===== config.mk =====
export PLATFORM = sky130hd
export DESIGN_NAME = qrv_divider
export DESIGN_NICKNAME = d
export VERILOG_FILES = /design/src/sv/qrv_pkg.sv /design/src/sv/qrv_divider.sv
export SDC_FILE = /design/constraint.sdc
export NUM_CORES = 2
export LEC_CHECK = 0
export ABC_CLOCK_PERIOD_IN_PS = 4950
export BUFFER_PORTS_ARGS = -buffer_cell sky130_fd_sc_hd__buf_2
export CAP_MARGIN = 20
export CORE_MARGIN = 5
export CORE_UTILIZATION = 35
export CTS_CLUSTER_SIZE = 16
export DETAILED_ROUTE_END_ITERATION = 8
export PLACE_DENSITY = 0.51
export SLEW_MARGIN = 20
export SYNTH_ARGS = -nofsm -noshare
export SYNTH_HDL_FRONTEND = slang
export SYNTH_SLANG_ARGS = --single-unit

===== constraint.sdc =====
create_clock -name clk -period 4.95 [get_ports clk]
set_input_delay 0.99 -clock clk [delete_from_list [all_inputs] [get_ports clk]]
set_output_delay 0.99 -clock clk [all_outputs]
set_load 0.02 [all_outputs]

===== src/sv/qrv_pkg.sv =====
// Shared widths, register codes and pipeline transaction types for the
// quaternion vector rotation unit. No dependencies.
package qrv_pkg;

	localparam int VEC_W   = 24;
	localparam int QUAT_W  = 16;
	localparam int SQ_W    = 2 * QUAT_W;
	localparam int NRM_W   = SQ_W + 2;
	localparam int VP_W    = QUAT_W + VEC_W;
	localparam int DT_W    = VP_W + 2;
	localparam int CR_W    = VP_W + 1;
	localparam int ACC_W   = NRM_W + VEC_W + 2;
	localparam int DEN_W   = NRM_W + 1;
	localparam int Q_W     = VEC_W;
	localparam int FRONT_ST = 5;
	localparam int NST     = FRONT_ST + Q_W + 1;
	localparam int NCOMP   = 3;

	localparam logic signed [QUAT_W-1:0] ONE_Q = QUAT_W'(1) << (QUAT_W - 2);

	typedef enum logic [1:0] {
		REG_W = 2'd0,
		REG_X = 2'd1,
		REG_Y = 2'd2,
		REG_Z = 2'd3
	} reg_idx_t;

	typedef struct packed {
		logic [ACC_W-1:0] rem;
		logic [DEN_W-1:0] den;
		logic [Q_W-1:0]   quo;
		logic             neg;
		logic             big;
	} div_step_t;

endpackage


===== src/sv/qrv_divider.sv =====
// Restoring divider, one quotient bit per pipeline stage.
// Depends on qrv_pkg; used by the top level once per component.
module qrv_divider (
	input  logic                    clk,
	input  logic [qrv_pkg::Q_W-1:0] en,
	input  qrv_pkg::div_step_t      din,
	output qrv_pkg::div_step_t      dout
);
	import qrv_pkg::*;

	div_step_t step_s [Q_W];

	for (genvar j = 0; j < Q_W; j++) begin : g_step
		localparam int SH = Q_W - 1 - j;
		div_step_t        cur;
		div_step_t        nxt;
		logic [ACC_W-1:0] sub;
		logic             take;

		assign cur  = (j == 0) ? din : step_s[(j == 0) ? 0 : j - 1];
		assign sub  = ACC_W'(cur.den) << SH;
		assign take = cur.rem >= sub;

		always_comb begin
			nxt         = cur;
			nxt.rem     = take ? cur.rem - sub : cur.rem;
			nxt.quo[SH] = take;
		end

		always_ff @(posedge clk) begin
			if (en[j]) begin
				step_s[j] <= nxt;
			end
		end
	end

	assign dout = step_s[Q_W-1];

endmodule


==> results.json <==
{
  "fp.dieArea_um2": 423000,
  "synth_edf_count": 2628,
  "p_sw_mw": 34.4,
  "dr.pass1.iters": 5,
  "cts_hold_buffers": 0,
  "wl_per_cell_um": 18.5,
  "antenna_found_initial": 5,
  "synth_seq_area_share": 0.550,
  "syn_nets": 13900,
  "finalSetupTns_ns": 0,
  "setup_viol": 0,
  "ir_drop_uv": 309,
  "synth.distinct_cells": 104,
  "synth_area_um2": 143000,
  "avgViaCountPerCell": 5.02,
  "endpoint_kind": "flip-flop",
  "power_frac_clock": 0.229,
  "gr-usage-all-layers": 0.164,
  "largest_reg_flops": 2628,
  "start_kind": "flip-flop",
  "clkTransAtPathRegs_ns": 0.06,
  "grt_overflow": 0,
  "num_rows": 235,
  "fin_util": 0.398,
  "fp.coreArea_um2": 409000,
  "timing.fmax_ghz": 0.215,
  "port_buffers": 242,
  "worstPathArrival_ns": 5.30,
  "area_delta_synth_final_pct": 13.5,
  "post_cts_buffers": 0,
  "switching_share": 0.365,
  "skew_ns": 0.0889,
  "crit_fanout": 4,
  "ys_warn_count": 0,
  "period_share": 0.940,
  "numCtsBuffers": 317,
  "drt-initial-drc-count": 4234,
  "hold_class": "in2reg",
  "final-seq-area_um2": 78900,
  "start_util": 0.351,
  "postRouteAntennaNets": 0,
  "period_minus_slack_ns": 4.65,
  "grt_max_degree": 107,
  "p_total_mw": 94.3,
  "ff2ff_path_depth": 15,
  "p_leak_nw": 62.8,
  "outcome": "finished, final reports clean",
  "num_vias": 95800,
  "synth.avg_cell_area_um2": 11.1,
  "fill_cells": 39600,
  "path_class": "reg2reg",
  "async_reset_ff_frac": 0,
  "cts_resized": 0,
  "clock-root-buffer": "clkbuf_16",
  "synth_ff_type": "edfxtp_1",
  "p_per_area_nw_per_um2": 580,
  "place_area_um2": 153000,
  "worstMarginPinSlew_ns": 1.05,
  "maxSlewHeadroom": 0.298,
  "clk_latency_ns": 0.93,
  "regMostFlops": "step_s",
  "cts_buffer_depth": 4,
  "remaining_drc_errors": 0,
  "final-max-slew-violation-count": 0,
  "finalHoldViolCount": 0,
  "intPower_mw": 59.9,
  "p_seq_frac": 0.368,
  "die_width_um": 650,
  "synthCells": 12900,
  "io_pins": 267,
  "dp_hpwl_um": 284000,
  "required_ns": 5.60,
  "biggestRegsByFlops": "step_s (2628)",
  "drive_above_1_share": 0.0879,
  "routed_wl_um": 354000,
  "ys_ff_latch": 2628,
  "grt_pass1_vias": 101000,
  "finalInstanceArea_um2": 163000,
  "cts_tree": "done",
  "die_height_um": 650,
  "maxCapViolCount": 0,
  "htreeDepth": 5,
  "pwr-share-comb": 0.403,
  "grt_pass1_wl_um": 551000,
  "clock-sinks": 2628,
  "hold_depth": 1,
  "place.gp.congestion": 0.885,
  "finalNetCount": 14400,
  "multi_input_area_um2": 59200,
  "rsz0062_at_grt": "false",
  "whs_ns": 0.252
}
[cell usage after synthesis (25+ instances only)]
cell       count  area, um^2
nor3_1       217        1090
or4_1         53         398
or2_2         40         250
buf_2         49         245
nand4_1      210        1310
clkbuf_1     313        1170
ha_1         840       10500
o21a_1       109         818
nand2b_1     143         895
a21o_1       533        4000
nand3b_1      31         233
nand2_1     1154        4330
a21boi_0      31         233
or3_1         77         482
and2_1        38         238
o21ai_0      972        4860
a2111oi_0     34         298
a21oi_1     1000        5000
inv_1       1050        3940
xor2_1       503        4410
and3_1        80         500
a31oi_1      109         682
a211oi_1      76         571
o21bai_1     114         856
nor3b_1       27         203
nand3_1      213        1070
nor2_1       752        2820
edfxtp_1    2628       78900
xnor2_1      553        4840
nor4b_1       27         236
o31ai_1       68         510
a211o_1       37         324
nor4_1       158         988
mux2_2       105        1180
nor2b_1      108         676
buf_1         25        93.8
o211ai_1      58         435
[worst paths after layout]
kind | start | end | slack (ns)
min | din[39] | step_s[0][39]$_DFFE_PP_ | 0.25
max reg2reg | step_s[2][667]$_DFFE_PP_ | step_s[2][846]$_DFFE_PP_ | 0.30
min reg2reg | step_s[1][137]$_DFFE_PP_ | step_s[1][258]$_DFFE_PP_ | 0.38
max | step_s[2][667]$_DFFE_PP_ | step_s[2][846]$_DFFE_PP_ | 0.30
[through the flow]
stage          worst slack (ns)  cells
2_1_floorplan             0.831  12900
3_3_place_gp              0.174  18500
3_5_place_dp              0.227  18500
4_1_cts                   0.336  19100
5_1_grt                  0.0798  19100
6_report                  0.295  19100
[worst max-delay path, stage by stage, from the launching register on]
cell and delay [ns]:
edfxtp_1 0.39, inv_1 0.07, ha_1 0.16, inv_1 0.05
fa_1 0.40, a21o_1 0.20, a21oi_1 0.23, o21ai_0 0.24
a21oi_1 0.52, o211ai_1 0.37, a211oi_1 0.43, o21bai_1 0.23
a211oi_1 0.40, nand3b_1 0.27, nor4_1 0.30, xor2_1 0.11
[power by group through the flow]
stage                     clock (mW)  sequential, mW  combinational, mW
final                           21.6            34.7               38.1
after global routing            23.4            35.3               42.2
after CTS                       22.5            34.7               38.2
after detailed placement           0            35.1               38.1
after global placement             0            35.1               38.1
after floorplan                    0            34.1               27.6
[kinds of logic after synthesis]
family | after synthesis | share of synthesized area
adder cells (fa/ha/maj) | 864 | 0.0767
AND/OR/NAND/NOR | 3411 | 0.115
XOR/XNOR | 1057 | 0.0646
AO/OA/AOI/OAI | 3403 | 0.146
buffers and inverters | 1442 | 0.0383
flip-flops | 2628 | 0.550
multiplexers | 111 | 0.00868
[layout by cell type, fill, tap and decap left out, types with 40 or more instances in the layout]
cell type / instances
buf_4: 285
nand3_1: 213
or2_2: 40
o21ai_0: 971
nor2b_1: 108
ha_1: 840
a21o_1: 532
and3_1: 80
clkbuf_1: 86
edfxtp_1: 2628
nor4_1: 151
o21bai_1: 114
buf_2: 218
mux2_2: 105
nand2_1: 1152
nand4_1: 210
nor3_1: 214
xnor2_1: 553
a21oi_1: 1000
clkinv_1: 64
or4_1: 53
a211oi_1: 74
inv_1: 1050
a31oi_1: 107
o21a_1: 109
nor2_1: 752
o211ai_1: 58
xor2_1: 503
clkinv_2: 44
or3_1: 77
buf_12: 46
o31ai_1: 68
clkbuf_16: 321
nand2b_1: 143
[layer usage]
metal | vias up | track usage | share of wire
met5 | - | 0 | 0
met1 | 44400 | 0.142 | 0.33
met3 | 1051 | 0.0206 | 0.028
met4 | 0 | 0.117 | 0.084
li1 | 48500 | - | -
met2 | 1761 | 0.338 | 0.56
[cell type report]
class	count	area share
antenna	4	0.0000615
clock buffer	407	0.0514
clock inverter	151	0.00758
inverter	1052	0.0243
multi-input combinational	8846	0.364
sequential	2628	0.485
tap	5451	0.0419
timing repair buffer	552	0.0257
(Power assumes the default switching activity.)
